==> config.mk <==
export PLATFORM = sky130hd
export DESIGN_NAME = ctp_ctrl
export DESIGN_NICKNAME = d
export VERILOG_FILES = /design/src/design/ctp_pkg.sv /design/src/design/ctp_ctrl.sv
export SDC_FILE = /design/constraint.sdc
export NUM_CORES = 1
export LEC_CHECK = 0
export BUFFER_PORTS_ARGS = -buffer_cell sky130_fd_sc_hd__buf_4
export CELL_PAD_IN_SITES_DETAIL_PLACEMENT = 1
export CELL_PAD_IN_SITES_GLOBAL_PLACEMENT = 1
export CORE_MARGIN = 3
export CORE_UTILIZATION = 26
export CTS_CLUSTER_SIZE = 8
export DETAILED_ROUTE_END_ITERATION = 8
export GPL_ROUTABILITY_DRIVEN = 0
export PLACE_DENSITY_LB_ADDON = 0.3
export SYNTH_ARGS = -nofsm -noshare
export SYNTH_HDL_FRONTEND = slang
export SYNTH_SLANG_ARGS = --single-unit
export TNS_END_PERCENT = 20
==> constraint.sdc <==
create_clock -name clk -period 1.4 [get_ports clk]
set_clock_uncertainty 0.1 [all_clocks]
set_input_delay 0.28 -clock clk [delete_from_list [all_inputs] [get_ports clk]]
set_output_delay 0.28 -clock clk [all_outputs]
set_load 0.05 [all_outputs]
==> src/design/ctp_pkg.sv <==
// ----------------------------------------------------------------------------
// ctp_pkg
// Shared types and constants of the collinear triple point set.
// ----------------------------------------------------------------------------
package ctp_pkg;

  localparam int ROW_W  = 7;
  localparam int SH_W   = 3;
  localparam int CELL_W = 2 * ROW_W;
  localparam int KEY_W  = 2 * ROW_W + 1;
  localparam int LINES  = 2 ** ROW_W;
  localparam int CELLS  = 2 ** CELL_W;
  localparam int KEYS   = 2 ** KEY_W;
  localparam int FILL_W = 2;
  localparam int SIDE_W = 8;
  localparam int THRU_W = 15;
  localparam int TOT_W  = 22;
  localparam int PCNT_W = 9;

  localparam logic [SIDE_W-1:0] SIDE_RESET = 8'd128;
  localparam logic [SIDE_W-1:0] SIDE_MIN   = 8'd2;
  localparam logic [FILL_W-1:0] LINE_CAP   = 2'd2;

  typedef enum logic {
    OP_ADD    = 1'b0,
    OP_REMOVE = 1'b1
  } kind_t;

  typedef enum logic [1:0] {
    ST_DONE     = 2'd0,
    ST_OCCUPIED = 2'd1,
    ST_FULL     = 2'd2,
    ST_ABSENT   = 2'd3
  } status_t;

  typedef struct packed {
    kind_t              kind;
    logic [ROW_W-1:0]   row;
    logic [ROW_W-1:0]   col;
  } req_t;

  typedef struct packed {
    status_t             status;
    logic [THRU_W-1:0]   triples_through;
    logic [TOT_W-1:0]    total_triples;
    logic [PCNT_W-1:0]   point_count;
  } rsp_t;

  typedef enum logic [3:0] {
    S_INIT,
    S_IDLE,
    S_LOOK,
    S_DECIDE,
    S_SCAN,
    S_DRAIN,
    S_CLEAR,
    S_FIX_RD,
    S_FIX_WR,
    S_RESP
  } state_t;

  typedef struct packed {
    logic init_step;
    logic latch;
    logic look;
    logic decide;
    logic scan;
    logic clear;
    logic fix_rd;
    logic fix_wr;
  } cmd_t;

  typedef struct packed {
    logic init_done;
    logic refused;
    logic scan_done;
    logic drain_done;
    logic clear_done;
  } sts_t;

endpackage

==> src/design/ctp_ctrl.sv <==
// ----------------------------------------------------------------------------
// ctp_ctrl
// Sequencer: post-reset sweep, lookup, scan, tally clear, store update and
// result handshake.
// ----------------------------------------------------------------------------
module ctp_ctrl (
  input  logic           clk,
  input  logic           rst,
  input  logic           req_valid,
  output logic           req_stall,
  output logic           rsp_valid,
  input  logic           rsp_stall,
  input  ctp_pkg::sts_t  sts,
  output ctp_pkg::cmd_t  cmd
);
  import ctp_pkg::*;

  state_t state, state_next;

  always_ff @(posedge clk) begin
    if (rst) begin
      state <= S_INIT;
    end else begin
      state <= state_next;
    end
  end

  always_comb begin
    state_next = state;
    case (state)
      S_INIT:   if (sts.init_done) state_next = S_IDLE;
      S_IDLE:   if (req_valid) state_next = S_LOOK;
      S_LOOK:   state_next = S_DECIDE;
      S_DECIDE: state_next = sts.refused ? S_RESP : S_SCAN;
      S_SCAN:   if (sts.scan_done) state_next = S_DRAIN;
      S_DRAIN:  if (sts.drain_done) state_next = S_CLEAR;
      S_CLEAR:  if (sts.clear_done) state_next = S_FIX_RD;
      S_FIX_RD: state_next = S_FIX_WR;
      S_FIX_WR: state_next = S_RESP;
      S_RESP:   if (!rsp_stall) state_next = S_IDLE;
      default:  state_next = S_INIT;
    endcase
  end

  always_comb begin
    cmd       = '0;
    req_stall = (state != S_IDLE);
    rsp_valid = (state == S_RESP);
    case (state)
      S_INIT:   cmd.init_step = 1'b1;
      S_IDLE:   cmd.latch     = req_valid;
      S_LOOK:   cmd.look      = 1'b1;
      S_DECIDE: cmd.decide    = 1'b1;
      S_SCAN:   cmd.scan      = 1'b1;
      S_CLEAR:  cmd.clear     = 1'b1;
      S_FIX_RD: cmd.fix_rd    = 1'b1;
      S_FIX_WR: cmd.fix_wr    = 1'b1;
      default:  cmd           = '0;
    endcase
  end

endmodule

==> results.cfg, run 1 <==
[run_status]
status = complete, but fails checks
violations = setup timing

[setup_path]
crit_path_end = cmd[5]
end_kind = output port
r2r_slack_ns = -0.19
critPathTopFamily = buffers and inverters
slowest_delay_ns = 0.36
worstSetupPathType = flop to output port
slowest_stage = dfxtp_4
crit_start = state[0]
worstPathRequired_ns = 1.02
crit_buf_inv = 3
path_common_cell = buf_6
crit_path_start_kind = flop
arrival_ns = 1.23
r2r_start = state[0]
regToRegEndpoint = state[0]
cp.depth = 4
worst-r2r-cell-count = 7
worstPathCellList = buf_6 > buf_6 > nor3_4 > buf_6
crit_fanout = 6

[power_and_ir_drop]
p_int_uw = 564
vdd_drop_max_mv = 0.620
p_switching_uw = 476
power_frac_comb_pct = 69.2
leakage_nw = 0.386
power_mw = 1.04
p_seq_share_pct = 16.7
power_density_nw_per_um2 = 1110
clkPwrFrac_pct = 14.2
swShare_pct = 45.8

[detailed_routing]
drt-total-wl_um = 2270
drc = 0
vias_per_cell = 5.55
via_count = 594
antenna_left = 0
drtIter0Drc = 9
dr.pass1.iters = 4
wl_per_cell_um = 21.2

[floorplanning]
die_x_um = 45.2
row_count = 13
coreArea_um2 = 1370
start_util_pct = 29.3
die_area_um2 = 2050
die_h_um = 45.2
io_pins = 19

[cts]
cts_made_buffers = 3
h-tree-depth = 1
root_buffer = clkbuf_4
clk_latency_ns = 0.24
clk_pin_slew_ns = 0.04
cts.sinks = 4
cts_tree = done
clock_path_buffers = 2
ctsHoldBuffers = 0

[min_path]
hp-class = input pin to flop

[final_layout]
most-common-layout-cells = buf_4, buf_6, nor2_4
largest_reg_flops = 4
antenna_cells = 0
regMostFlops = state
layoutNonFillerInstCount = 107
layout_commonest_cell = buf_4
final_util_pct = 68.4
reg.largest.list = state: 4 flops
final_nets = 103
drive_above_1_share_pct = 72.8
area_growth_syn_to_layout_pct = 133

[yosys]
synth-seq-area-share_pct = 20.0
synth-seq-cells = 4
synth_warnings = 0
synthDistinctLibCells = 30
syn_nets = 62
syn_area_um2 = 400
postSynthAreaPerCell_um2 = 7.55
synth_cells = 53

[grt]
grt_pass1_wl_um = 3310
grt_max_degree = 7
antenna_found_initial = 0
grt-ovfl-total = 0
grt_pass1_vias = 675
grt_use_total_pct = 23.8

[timing]
tightest_slew_ns = 0.327
min_period_ns = 1.61
slew_headroom_pct = 78.0
setup_ws_ns = -0.210
hold_viol_final = 0
slew_viol_final = 0
fin_crit_sh_pct = 115
setup_viol = 13
tns_ns = -1.96
hold-worst-slack_ns = 0.154
fmax_ghz = 0.621
rsz0062_at_grt = yes

[placement]
portBuffers = 18
placed_cells = 92
place.detailed.hpwl_um = 1050

[job]
cap_violations = 0
## Yosys cell counts
cell type / count / area (um2)
nor2_1: 7 / 26.3
nand2b_1: 5 / 31.3
nor3_1: 5 / 25.0
dfxtp_1: 4 / 80.1
nand2_1: 3 / 11.3
a21oi_1: 2 / 10.0
buf_4: 2 / 15.0
mux2i_1: 2 / 20.0
o21ai_0: 2 / 10.0
a211o_1: 1 / 8.76
a221o_1: 1 / 10.0
a31oi_1: 1 / 6.26
and2b_1: 1 / 7.51
and3_1: 1 / 6.26
and3b_1: 1 / 8.76
and4bb_2: 1 / 12.5
buf_2: 1 / 5.00
buf_6: 1 / 11.3
inv_1: 1 / 3.75
nand3b_1: 1 / 7.51
nand4_1: 1 / 6.26
nor2b_1: 1 / 6.26
nor3_2: 1 / 10.0
nor3b_2: 1 / 12.5
nor4_1: 1 / 6.26
nor4b_1: 1 / 8.76
o21ai_1: 1 / 5.00
o221a_2: 1 / 11.3
o41ai_1: 1 / 8.76
xnor2_1: 1 / 8.76
## metal layers
metal  global-route usage (%)  vias to the layer above  routed length [um]  share of wire (%)
met5                        0                        -                   0                  0
met3                     5.58                       10                 106                4.7
li1                         -                      273                   -                  -
met4                     19.3                        0                 120                5.3
met1                     27.1                      284                 904                 40
met2                     37.3                       27                1140                 50
## how the worst min path moves through the flow
stage               startpoint       end  slack [ns]  cells after the start
floorplan                  rst  state[2]        0.25                      1
global placement        sts[0]  state[1]        0.39                      2
detailed placement      sts[0]  state[1]        0.39                      2
CTS                     sts[0]  state[1]        0.14                      2
global route            sts[0]  state[1]        0.15                      2
finish                  sts[0]  state[1]        0.15                      2
## stage by stage
| stage | cell area, um2 | setup slack (ns) |
|---|---|---|
| floorplan | 507 | -0.116 |
| finish | 935 | -0.210 |
| global placement | 697 | -0.0329 |
| CTS | 861 | -0.176 |
| global route | 935 | -0.253 |
| detailed placement | 697 | -0.0340 |
## logic make-up (layout without fill, tap and decap cells)
family                 after synthesis  count (layout)  synth area share [%]
AND/OR/NAND/NOR                     31              31                  46.6
AO/OA/AOI/OAI                       10              10                  17.5
buffers and inverters                5              44                  8.75
flip-flops                           4               4                  20.0
multiplexers                         2               2                  5.00
XOR/XNOR                             1               1                  2.19
## repair_timing
| action | CTS | global route |
|---|---|---|
| pin swaps | 8 | 4 |
| gates cloned | 0 | 0 |
| resized for setup | 25 | 12 |
| buffers inserted | 10 | 2 |
| endpoints found under the setup margin | 13 | 13 |
## cell type report
cell class | count | area (um2)
multi-input combinational | 44 | 429
timing repair buffer | 40 | 368
sequential | 4 | 92.6
inverter | 1 | 3.75
fill | 152 | 432
tap | 15 | 18.8
clock buffer | 3 | 22.5
## power by group through the flow
stage	clock, mW	sequential [mW]	combinational (mW)
after global placement	0	0.177	0.502
final	0.147	0.173	0.720
after floorplan	0	0.146	0.389
after detailed placement	0	0.174	0.509
after CTS	0.148	0.168	0.624
after global routing	0.156	0.176	0.759
Note: power is estimated with default switching activity, not from simulation.
==> inputs of run 2 (changes only) <==
Settings changed: MAX_ROUTING_LAYER set to met4.
==> run 2 against run 1 <==
  * Largest power group unchanged
  * First-iteration DRC count down 11%
  * Die area unchanged
  * The run still ends with setup timing left
  * Flip-flop and latch count unchanged
  * Sequential power about the same
==> results.cfg, run 2 (same netlist as run 1, synthesis figures left out) <==
[power_and_ir_drop]
vdd_drop_max_mv = 0.621
swShare_pct = 46.0
clkPwrFrac_pct = 14.1
p_int_uw = 564
power_frac_comb_pct = 69.2
power_mw = 1.04
p_switching_uw = 480
p_seq_share_pct = 16.6
power_density_nw_per_um2 = 1120
leakage_nw = 0.386

[detailed_routing]
drt-total-wl_um = 2280
via_count = 594
drc = 0
dr.pass1.iters = 4
vias_per_cell = 5.55
antenna_left = 0
wl_per_cell_um = 21.3
drtIter0Drc = 8

[floorplanning]
die_area_um2 = 2050
die_h_um = 45.2
row_count = 13
start_util_pct = 29.3
die_x_um = 45.2
coreArea_um2 = 1370
io_pins = 19

[final_layout]
antenna_cells = 0
regMostFlops = state
drive_above_1_share_pct = 72.8
final_util_pct = 68.4
n_fill_cell = 152
layoutNonFillerInstCount = 107
most-common-layout-cells = buf_4, buf_6, nor2_4
reg.largest.list = state: 4 flops
layout_commonest_cell = buf_4
final_nets = 103
area_growth_syn_to_layout_pct = 133
largest_reg_flops = 4
post-route-cell-area_um2 = 935

[timing]
fin_crit_sh_pct = 115
slew_viol_final = 0
hold-worst-slack_ns = 0.154
tightest_slew_ns = 0.366
fmax_ghz = 0.620
setup_ws_ns = -0.213
slew_headroom_pct = 75.4
min_period_ns = 1.61
hold_viol_final = 0
tns_ns = -1.99
rsz0062_at_grt = yes
setup_viol = 13

[run_status]
status = complete, but fails checks
violations = setup timing

[cts]
clock_path_buffers = 2
h-tree-depth = 1
root_buffer = clkbuf_4
cts.sinks = 4
ctsHoldBuffers = 0
cts_tree = done
cts_made_buffers = 3
clk_latency_ns = 0.24
clk_pin_slew_ns = 0.04

[min_path]
hp-class = input pin to flop
holdPathStages = 2
hold_start = sts[0]
whs_endpoint = state[1]

[grt]
grt-ovfl-total = 0
grt_pass1_wl_um = 3290
antenna_found_initial = 0
grt_max_degree = 7
grt_pass1_vias = 677
grt_use_total_pct = 24.4

[setup_path]
crit_buf_inv = 3
r2r_slack_ns = -0.20
worst-r2r-cell-count = 7
crit_fanout = 6
crit_path_start_kind = flop
r2r_start = state[0]
slowest_delay_ns = 0.36
path_common_cell = buf_6
end_kind = output port
worstSetupPathType = flop to output port
cp.depth = 4
regToRegEndpoint = state[0]
worstPathCellList = buf_6 > buf_6 > nor3_4 > buf_6
arrival_ns = 1.23
slowest_stage = dfxtp_4
critPathTopFamily = buffers and inverters
worstPathRequired_ns = 1.02

[placement]
place_area_um2 = 697
place.detailed.hpwl_um = 1050
placed_cells = 92
portBuffers = 18
pre_cts_ws_ns = -0.0340

[job]
cap_violations = 0
## run 2: worst max-delay path by stage
stage,startpoint,end
after floorplan,state[3],cmd[5]
final,state[0],cmd[5]
after detailed placement,state[1],state[0]
after global routing,state[1],cmd[7]
after CTS,state[0],cmd[7]
after global placement,state[0],cmd[3]
## run 2: power groups by stage
stage / registers [mW] / clock network, mW / logic (mW)
after detailed placement: 0.174 / 0 / 0.509
after global placement: 0.177 / 0 / 0.502
after CTS: 0.168 / 0.148 / 0.624
after global routing: 0.176 / 0.156 / 0.759
after floorplan: 0.146 / 0 / 0.389
final: 0.174 / 0.147 / 0.723
## run 2: worst register-to-register path: stages (launching register included)
cell	delay (ns)
dfxtp_4	0.36
buf_4	0.13
buf_6	0.11
buf_6	0.11
and4bb_2	0.31
o21ai_2	0.09
a21oi_1	0.21
nor3_2	0.05
## run 2: area by class of cell
class,count,area [um2],share of cell area (%)
clock buffers,3,22.5,2.41
well taps,15,18.8,2.01
flip-flops and latches,4,92.6,9.91
repair buffers,40,368,39.4
multi-input cells,44,429,45.9
inverters,1,3.75,0.402
## run 2: routing by layer
layer	up-vias	part of all wire (%)	global-route usage, %
met5	-	0	-
met4	0	5.6	19.3
met3	10	3.9	4.78
met1	284	41	27.3
met2	27	50	37.3
li1	273	-	-
## run 2: what timing repair did
action,CTS,global route
resized for setup,25,12
setup endpoints to repair,13,13
cloned,0,0
buffers inserted,10,2
pin swaps,8,4
